**src/design/rtpd_pkg.sv**
```systemverilog
`timescale 1ns / 1ps
// ----------------------------------------------------------------------------
// rtpd_pkg
// Shared types, constants and code-tier tables of the rank tiered prefix
// decoder.
// ----------------------------------------------------------------------------
package rtpd_pkg;

   localparam int ALPHABET_SIZE = 256;
   localparam int SYM_W         = 8;
   localparam int POS_W         = 9;
   localparam int PAYLOAD_POS   = ALPHABET_SIZE + 1;
   localparam int ACC_W         = 20;
   localparam int CNT_W         = 5;
   localparam int ONES_W        = 3;
   localparam int LEN_W         = 4;
   localparam int RANK_W        = 9;
   localparam int NB_W          = 4;
   localparam int EMIT_W        = 3;
   localparam int MAX_RESULTS   = 4;
   localparam int MAX_ONES      = 5;

   typedef enum logic [1:0] {
      KIND_SYMBOL = 2'd0,
      KIND_END    = 2'd1,
      KIND_ERROR  = 2'd2
   } kind_type;

   typedef struct packed {
      kind_type kind;
      logic     sym_ok;
      logic     last;
   } result_type;

   // payload bits after the prefix, per count of leading ones
   function automatic logic [LEN_W-1:0] tier_width(input logic [ONES_W-1:0] ones);
      case (ones)
         3'd0:    tier_width = 4'd2;
         3'd1:    tier_width = 4'd3;
         3'd2:    tier_width = 4'd4;
         3'd3:    tier_width = 4'd6;
         default: tier_width = 4'd8;
      endcase
   endfunction

   function automatic logic [RANK_W-1:0] tier_base(input logic [ONES_W-1:0] ones);
      case (ones)
         3'd0:    tier_base = 9'd0;
         3'd1:    tier_base = 9'd4;
         3'd2:    tier_base = 9'd12;
         3'd3:    tier_base = 9'd28;
         default: tier_base = 9'd92;
      endcase
   endfunction

   // whole code length, prefix included
   function automatic logic [LEN_W-1:0] tier_len(input logic [ONES_W-1:0] ones);
      case (ones)
         3'd0:    tier_len = 4'd3;
         3'd1:    tier_len = 4'd5;
         3'd2:    tier_len = 4'd7;
         3'd3:    tier_len = 4'd10;
         default: tier_len = 4'd13;
      endcase
   endfunction

   function automatic logic [SYM_W-1:0] tier_mask(input logic [ONES_W-1:0] ones);
      case (ones)
         3'd0:    tier_mask = 8'h03;
         3'd1:    tier_mask = 8'h07;
         3'd2:    tier_mask = 8'h0f;
         3'd3:    tier_mask = 8'h3f;
         default: tier_mask = 8'hff;
      endcase
   endfunction

endpackage

```
**src/design/rtpd_ram.sv**
```systemverilog
`timescale 1ns / 1ps
// ----------------------------------------------------------------------------
// rtpd_ram
// Generic simple dual-port RAM, one write port and one registered read port.
// ----------------------------------------------------------------------------
module rtpd_ram #(
   parameter int WIDTH = 8,
   parameter int DEPTH = 256
) (
   input  logic                     clock,
   input  logic                     wr_en,
   input  logic [$clog2(DEPTH)-1:0] wr_addr,
   input  logic [WIDTH-1:0]         wr_data,
   input  logic                     rd_en,
   input  logic [$clog2(DEPTH)-1:0] rd_addr,
   output logic [WIDTH-1:0]         rd_data
);

   logic [WIDTH-1:0] mem_ff [DEPTH];
   logic [WIDTH-1:0] rd_data_ff;

   always_ff @(posedge clock) begin
      if (wr_en) begin
         mem_ff[wr_addr] <= wr_data;
      end
      if (rd_en) begin
         rd_data_ff <= mem_ff[rd_addr];
      end
   end

   assign rd_data = rd_data_ff;

endmodule

```
**src/design/rank_tiered_prefix_decoder_unit.sv**
```systemverilog
`timescale 1ns / 1ps
// ----------------------------------------------------------------------------
// rank_tiered_prefix_decoder_unit
// Decodes a byte stream made of a count byte, a rank header and tiered
// prefix codes into symbols, with end and error markers.
// ----------------------------------------------------------------------------
// Each stream starts with a count byte (valid bits of the final byte, 0 or
// above 7 meaning eight) and 256 rank bytes, taken at one byte per cycle;
// the inverse rank table lives in a 256 x 8 RAM with registered read, and a
// flop per entry marks ranks already claimed, cleared at the end of each
// stream. Payload bytes are decoded by a code extractor that retires one
// complete code per cycle while the staging register can take its result,
// and then closes the byte in the same cycle as the next byte is accepted.
// Symbols are looked up in the RAM and leave through a staging register
// and the output register, one per cycle while the output is not stalled.
// The final byte (tlast) ends the stream with an end marker; a prefix of
// five ones or a rank beyond the table gives an error marker and the rest
// of that stream is dropped silently.
// ----------------------------------------------------------------------------
module rank_tiered_prefix_decoder_unit (
   input  logic       clock,
   input  logic       reset,
   input  logic       req_tvalid,
   output logic       req_tready,
   input  logic [7:0] req_tdata,   // data_byte
   input  logic       req_tlast,   // end_of_stream
   output logic       rsp_tvalid,
   input  logic       rsp_tready,
   output logic [7:0] rsp_tdata,   // symbol
   output logic [1:0] rsp_tuser,   // kind
   output logic       rsp_tlast    // last
);

   localparam int ACC_W  = rtpd_pkg::ACC_W;
   localparam int CNT_W  = rtpd_pkg::CNT_W;
   localparam int POS_W  = rtpd_pkg::POS_W;
   localparam int SYM_W  = rtpd_pkg::SYM_W;
   localparam int ASIZE  = rtpd_pkg::ALPHABET_SIZE;

   // stream state
   logic [POS_W-1:0]         pos_ff, pos_in;
   logic [3:0]               vbl_ff, vbl_in;
   logic [ASIZE-1:0]         ivalid_ff, ivalid_in;
   logic                     err_ff, err_in;
   // code extractor
   logic                     busy_ff, busy_in;
   logic                     eos_ff, eos_in;
   logic [ACC_W-1:0]         acc_ff, acc_in;
   logic [CNT_W-1:0]         cnt_ff, cnt_in;
   logic [rtpd_pkg::EMIT_W-1:0] nemit_ff, nemit_in;
   // result staging and output
   logic                     b_valid_ff, b_valid_in;
   rtpd_pkg::result_type     b_res_ff;
   logic                     rsp_valid_ff, rsp_valid_in;
   rtpd_pkg::kind_type       rsp_kind_ff;
   logic [SYM_W-1:0]         rsp_symbol_ff;
   logic                     rsp_last_ff;

   // decode view
   logic [rtpd_pkg::ONES_W-1:0] ones;
   logic                        run;
   logic [rtpd_pkg::LEN_W-1:0]  code_len;
   logic [CNT_W-1:0]            shift_amt;
   logic [ACC_W-1:0]            shifted;
   logic [rtpd_pkg::RANK_W-1:0] rank;
   logic                        bad_prefix, incomplete, bad, sym_code;
   logic                        emit_need, emit_ok, stall, step, eng_emit, eng_done;
   rtpd_pkg::result_type        eng_res;

   logic                        out_free, b_adv, b_free, req_fire;
   logic [rtpd_pkg::NB_W-1:0]   nb;
   logic                        ram_wr_en;
   logic [SYM_W-1:0]            ram_wr_addr, ram_wr_data, ram_rd_data;

   assign out_free = !rsp_valid_ff || rsp_tready;
   assign b_adv    = b_valid_ff && out_free;
   assign b_free   = !b_valid_ff || out_free;

   always_comb begin
      ones = '0;
      run  = 1'b1;
      for (int i = 0; i < rtpd_pkg::MAX_ONES; i++) begin
         if (run && (CNT_W'(i) < cnt_ff) && acc_ff[cnt_ff - CNT_W'(i) - CNT_W'(1)]) begin
            ones = ones + 3'd1;
         end else begin
            run = 1'b0;
         end
      end
      code_len   = rtpd_pkg::tier_len(ones);
      shift_amt  = cnt_ff - CNT_W'(code_len);
      shifted    = acc_ff >> shift_amt;
      rank       = rtpd_pkg::tier_base(ones)
                   + rtpd_pkg::RANK_W'(shifted[SYM_W-1:0] & rtpd_pkg::tier_mask(ones));
      bad_prefix = (ones == rtpd_pkg::ONES_W'(rtpd_pkg::MAX_ONES));
      incomplete = !bad_prefix && ((CNT_W'(ones) == cnt_ff) || (cnt_ff < CNT_W'(code_len)));
      bad        = bad_prefix || (!incomplete && rank[rtpd_pkg::RANK_W-1]);
      sym_code   = !bad && !incomplete;
      emit_need  = bad || sym_code || (incomplete && eos_ff);
      emit_ok    = nemit_ff < rtpd_pkg::EMIT_W'(rtpd_pkg::MAX_RESULTS);
      stall      = emit_need && emit_ok && !b_free;
      step       = busy_ff && !stall;
      eng_emit   = step && emit_need && emit_ok;
      eng_done   = step && (bad || incomplete);
      if (bad) begin
         eng_res.kind = rtpd_pkg::KIND_ERROR;
      end else if (incomplete) begin
         eng_res.kind = rtpd_pkg::KIND_END;
      end else begin
         eng_res.kind = rtpd_pkg::KIND_SYMBOL;
      end
      eng_res.sym_ok = sym_code && ivalid_ff[rank[SYM_W-1:0]];
      eng_res.last   = bad || incomplete;
   end

   assign req_tready = !busy_ff || eng_done;
   assign req_fire   = req_tvalid && req_tready;

   always_comb begin
      pos_in      = pos_ff;
      vbl_in      = vbl_ff;
      ivalid_in   = ivalid_ff;
      err_in      = err_ff;
      busy_in     = busy_ff;
      eos_in      = eos_ff;
      acc_in      = acc_ff;
      cnt_in      = cnt_ff;
      nemit_in    = nemit_ff;
      nb          = '0;
      ram_wr_en   = 1'b0;
      ram_wr_addr = req_tdata;
      ram_wr_data = pos_ff[SYM_W-1:0] - SYM_W'(1);

      // code extractor
      if (step) begin
         if (sym_code) begin
            cnt_in = cnt_ff - CNT_W'(code_len);
         end
         if (eng_emit) begin
            nemit_in = nemit_ff + rtpd_pkg::EMIT_W'(1);
         end
         if (eng_done) begin
            busy_in  = 1'b0;
            nemit_in = '0;
            acc_in   = acc_ff & ((ACC_W'(1) << cnt_ff) - ACC_W'(1));
            if (bad) begin
               err_in = 1'b1;
               cnt_in = '0;
               acc_in = '0;
            end
            if (eos_ff) begin
               pos_in    = '0;
               vbl_in    = '0;
               ivalid_in = '0;
               err_in    = 1'b0;
               cnt_in    = '0;
               acc_in    = '0;
            end
         end
      end

      // accepted beat, seen against the state left by the extractor
      if (req_fire) begin
         if (err_in) begin
            if (req_tlast) begin
               pos_in    = '0;
               vbl_in    = '0;
               ivalid_in = '0;
               err_in    = 1'b0;
               cnt_in    = '0;
               acc_in    = '0;
            end
         end else begin
            if (pos_in == '0) begin
               vbl_in = ((req_tdata == 8'd0) || (req_tdata > 8'd7)) ? 4'd8 : req_tdata[3:0];
               pos_in = POS_W'(1);
               busy_in = req_tlast;
            end else if (pos_in < POS_W'(rtpd_pkg::PAYLOAD_POS)) begin
               if (req_tlast) begin
                  busy_in = 1'b1;
               end else begin
                  if (!ivalid_in[req_tdata]) begin
                     ram_wr_en              = 1'b1;
                     ivalid_in[req_tdata]   = 1'b1;
                  end
                  pos_in = pos_in + POS_W'(1);
               end
            end else begin
               busy_in = 1'b1;
               nb      = req_tlast ? vbl_in : 4'd8;
            end
            if (busy_in) begin
               eos_in = req_tlast;
               acc_in = (acc_in << nb) | (ACC_W'(req_tdata) >> (4'd8 - nb));
               cnt_in = cnt_in + CNT_W'(nb);
            end
         end
      end
   end

   always_comb begin
      b_valid_in = b_valid_ff;
      if (eng_emit) begin
         b_valid_in = 1'b1;
      end else if (b_adv) begin
         b_valid_in = 1'b0;
      end
      rsp_valid_in = rsp_valid_ff;
      if (b_adv) begin
         rsp_valid_in = 1'b1;
      end else if (rsp_tready) begin
         rsp_valid_in = 1'b0;
      end
   end

   always_ff @(posedge clock) begin
      if (reset) begin
         pos_ff       <= '0;
         vbl_ff       <= '0;
         ivalid_ff    <= '0;
         err_ff       <= 1'b0;
         busy_ff      <= 1'b0;
         eos_ff       <= 1'b0;
         acc_ff       <= '0;
         cnt_ff       <= '0;
         nemit_ff     <= '0;
         b_valid_ff   <= 1'b0;
         rsp_valid_ff <= 1'b0;
      end else begin
         pos_ff       <= pos_in;
         vbl_ff       <= vbl_in;
         ivalid_ff    <= ivalid_in;
         err_ff       <= err_in;
         busy_ff      <= busy_in;
         eos_ff       <= eos_in;
         acc_ff       <= acc_in;
         cnt_ff       <= cnt_in;
         nemit_ff     <= nemit_in;
         b_valid_ff   <= b_valid_in;
         rsp_valid_ff <= rsp_valid_in;
      end
   end

   always_ff @(posedge clock) begin
      if (eng_emit) begin
         b_res_ff <= eng_res;
      end
      if (b_adv) begin
         rsp_kind_ff   <= b_res_ff.kind;
         rsp_last_ff   <= b_res_ff.last;
         rsp_symbol_ff <= ((b_res_ff.kind == rtpd_pkg::KIND_SYMBOL) && b_res_ff.sym_ok)
                          ? ram_rd_data : '0;
      end
   end

   rtpd_ram #(
      .WIDTH (SYM_W),
      .DEPTH (ASIZE)
   ) u_rank_ram (
      .clock   (clock),
      .wr_en   (ram_wr_en),
      .wr_addr (ram_wr_addr),
      .wr_data (ram_wr_data),
      .rd_en   (eng_emit && sym_code),
      .rd_addr (rank[SYM_W-1:0]),
      .rd_data (ram_rd_data)
   );

   assign rsp_tvalid = rsp_valid_ff;
   assign rsp_tdata  = rsp_symbol_ff;
   assign rsp_tuser  = rsp_kind_ff;
   assign rsp_tlast  = rsp_last_ff;

endmodule
```
**config.mk**
```make
export PLATFORM = sky130hd
export DESIGN_NAME = rank_tiered_prefix_decoder_unit
export DESIGN_NICKNAME = d
export VERILOG_FILES = /design/src/design/rtpd_pkg.sv /design/src/design/rtpd_ram.sv /design/src/design/rank_tiered_prefix_decoder_unit.sv
export SDC_FILE = /design/constraint.sdc
export NUM_CORES = 2
export LEC_CHECK = 0
export BUFFER_PORTS_ARGS = -buffer_cell sky130_fd_sc_hd__buf_2
export CORE_ASPECT_RATIO = 1.1
export CORE_MARGIN = 2
export CORE_UTILIZATION = 55
export DETAILED_ROUTE_END_ITERATION = 8
export GPL_ROUTABILITY_DRIVEN = 1
export PLACE_DENSITY_LB_ADDON = 0.08
export SETUP_SLACK_MARGIN = 0.1
export SKIP_LAST_GASP = 1
export SYNTH_ARGS = -nofsm -noshare
export SYNTH_HDL_FRONTEND = slang
export SYNTH_HIERARCHICAL = 1
export SYNTH_SLANG_ARGS = --single-unit
```
**constraint.sdc**
```tcl
create_clock -name clock -period 15.9 [get_ports clock]
set_clock_uncertainty 0.15 [all_clocks]
set_input_delay 0.795 -clock clock [delete_from_list [all_inputs] [get_ports clock]]
set_output_delay 0.795 -clock clock [all_outputs]
set_load 0.01 [all_outputs]
```
==> flow_metrics.py <==
metrics = {
    "floorplan": {
        "die_w_um": 414,
        "start_util_pct": 55.4,
        "num_rows": 165,
        "core_area_um2": 184000,
        "io_pins": 26,
        "die_area_um2": 189000,
        "die_h_um": 455,
    },
    "sta": {
        "worst_pin_slew_ns": 1.45,
        "slew_headroom_pct": 2.69,
        "rsz0062_at_grt": "false",
        "final_max_slew_viol_count": 0,
        "hold_violations": 0,
        "period_needed_ns": 14.91,
        "setup_violations": 0,
        "max_freq_mhz": 67.1,
        "fin_setup_tns_ns": 0,
        "min_period_over_period_pct": 93.8,
    },
    "yosys": {
        "async_reset_ff_share_pct": 0,
        "synth-main-ff-cell": "edfxtp_1",
        "ys_top_cells_by_count": "2071 x edfxtp_1, 657 x nor2_1, 559 x mux4_2",
        "yosysTopAreaCellShare_pct": 61.0,
        "synth_area_leaders": "edfxtp_1 61%, mux4_2 12%, dfxtp_1 5.9%",
        "synth_top_cell_by_area": "edfxtp_1",
        "synth.most_common_cell": "edfxtp_1",
        "synth_seq_cells": 2373,
        "synth_cell_types": 106,
        "yosysSeqAreaShare_pct": 67.0,
        "synth_edf_count": 2071,
        "ys.warnings.count": 6,
        "synthCells": 6352,
        "syn-num-nets": 6401,
        "synth_area_um2": 102000,
        "avgSynthCellArea_um2": 16.0,
    },
    "route": {
        "ant_nets": 0,
        "drt_wl_total_mm": 288,
        "firstDrtPassIters": 8,
        "vias": 60745,
        "avgViaCountPerCell": 6.84,
        "wl_per_cell_um": 32.5,
        "dr.first_iter.drc_count": 7816,
        "drc": 0,
    },
    "pwr": {
        "power.switching_w": 0.00267,
        "worst_ir_drop_vdd_mv": 0.134,
        "p_comb_share_pct": 2.7,
        "p_per_area_nw_per_um2": 113,
        "internal-power_w": 0.00990,
        "pwr-share-clk_pct": 42.8,
        "seqPwrFrac_pct": 54.5,
        "netSwitchingFraction_pct": 21.2,
        "p_total_w": 0.0126,
        "leakagePower_nw": 34.0,
    },
    "cts": {
        "cts_buffers": 227,
        "clk_pin_slew_worst_paths_ns": 0.07,
        "cts.sinks": 2373,
        "holdBufCountCts": 0,
        "clk_latency_ns": 0.89,
        "cts.htree.levels": 4,
        "cts_tree": "built",
        "cts_resized": 0,
        "clockBufferDepth": 3,
        "cts_root_buffer": "clkbuf_16",
        "postCtsSetupBuffers": 0,
    },
    "global_routing": {
        "grt_pass1_vias": 59748,
        "grt_start_max_net_pins": 205,
        "antenna_found_initial": 7,
        "track_usage_pct": 30.4,
        "grt.overflow.total": 0,
        "grt_pass1_wl_mm": 419,
    },
    "setup_path": {
        "crit_family": "simple AND/OR/NAND/NOR gates",
        "cp_max_fo": 19,
        "slowest_delay_ns": 1.00,
        "critPathBufInv": 7,
        "crit_path_top_delay_cell": "fa_1",
        "cp.required_ns": 16.25,
        "cp-start-kind": "flop",
        "path_class": "reg2reg",
        "crit_path_frequent_cell": "ha_1",
        "endpoint_kind": "flop",
        "cp.arrival_ns": 15.27,
    },
    "finish": {
        "syn_to_final_growth_pct": 9.47,
        "fin_nets": 6315,
        "drive_gt1_share_pct": 18.0,
    },
    "placement": {
        "gp_congestion": 0.936,
        "numPortBuffers": 25,
        "dp_hpwl_mm": 178,
    },
    "status": {
        "status": "finished, final reports clean",
    },
    "job": {
        "cap_violations": 0,
    },
    "min_path": {
        "hp-class": "in2reg",
    },
}
[final cells by class]
class                      count  area (um2)
tap                         2421        3030
clock buffer                 276        5930
timing repair buffer         158        1270
multi-input combinational   3456       31300
fill                       13475       72400
inverter                      50         211
antenna                        1        2.50
clock inverter               144        1510
sequential                  2373       68200
[power by group through the flow]
stage          Sequential, W  Clock (W)  Combinational (W)
2_1_floorplan        0.00703          0           0.000163
3_3_place_gp         0.00698          0           0.000336
3_5_place_dp         0.00698          0           0.000343
4_1_cts              0.00685    0.00546           0.000342
5_1_grt              0.00685    0.00569           0.000362
6_report             0.00685    0.00538           0.000344
[worst register-to-register path: cells and delay by family (launching register included)]
family	cells	cell delay [ns]
buffers and inverters	7	1.90
adder cells (fa/ha/maj)	8	3.45
AO/OA/AOI/OAI	11	2.30
AND/OR/NAND/NOR	15	3.57
multiplexers	4	2.15
XOR/XNOR	1	0.15
flip-flops	1	0.82
[routing by layer]
metal | vias up | part of all wire [%] | global-route usage [%]
met1 | 31453 | 38 | 40.7
met5 | - | 0.0045 | 0
met2 | 3195 | 49 | 49.4
li1 | 25402 | - | -
met4 | 2 | 4.8 | 13.4
met3 | 693 | 8.3 | 4.92
[layout by cell type (no fill, tap or decap), types with 33 or more instances in the layout]
cell       instances
edfxtp_1        2071
nor2_1           644
mux4_2           559
a22oi_1          367
mux2i_1          305
dfxtp_1          302
clkbuf_16        228
nand2_1          220
o21ai_0          183
a21oi_1          154
buf_4            125
nand3_1           75
a211oi_1          63
and2_1            59
nor3_1            57
a31oi_1           57
o22ai_1           54
clkinv_1          52
o221ai_1          52
nor2b_1           49
clkinv_2          44
clkbuf_1          44
inv_1             40
a22o_1            33
ha_1              33
[registers in the layout, indices dropped and copies added, names as in the netlist, 2 cells and up]
register / count
u_rank_ram/mem_ff: 2048
ivalid_ff: 256
acc_ff: 20
pos_ff: 9
rsp_tdata: 8
u_rank_ram/rd_data: 8
cnt_ff: 5
b_res_ff: 4
vbl_ff: 4
nemit_ff: 3
rsp_tuser: 2
[logic make-up (layout without fill, tap and decap cells)]
logic type	after synthesis	after routing	synth area share, %
compound gates	1194	1194	8.23
xor+xnor	38	38	0.349
fa+ha+maj	36	36	0.457
buf+inv	523	628	2.59
flops	2373	2373	67.0
mux	886	886	15.6
other cells	0	1	0
simple gates	1302	1302	5.77
[stage by stage]
| stage | hold slack (ns) | util (%) | area (um2) | instances | worst slack, ns |
|---|---|---|---|---|---|
| 4_1_cts | 0.125 | 60.6 | 112000 | 8878 | 1.18 |
| 2_1_floorplan | 0.250 | - | 102000 | 6352 | 3.09 |
| 6_report | 0.210 | 60.6 | 112000 | 8879 | 0.988 |
| 5_1_grt | 0.191 | 60.6 | 112000 | 8879 | 0.122 |
| 3_5_place_dp | 0.266 | 56.6 | 104000 | 8458 | 1.28 |
| 3_3_place_gp | 0.251 | 56.6 | 104000 | 8458 | 1.42 |
[path summary, 6_finish.rpt]
path                    start                        end  slack [ns]  cells past startpoint
hold / removal     rsp_tready                 b_valid_ff        0.21                      4
setup / recovery    cnt_ff[1]  u_rank_ram/mem_ff[243][2]        0.99                     46
hold reg to reg   b_res_ff[0]                  rsp_tlast        0.28                      0
setup reg to reg    cnt_ff[1]  u_rank_ram/mem_ff[243][2]        0.99                     46
Power figures use the tool's default switching activity.
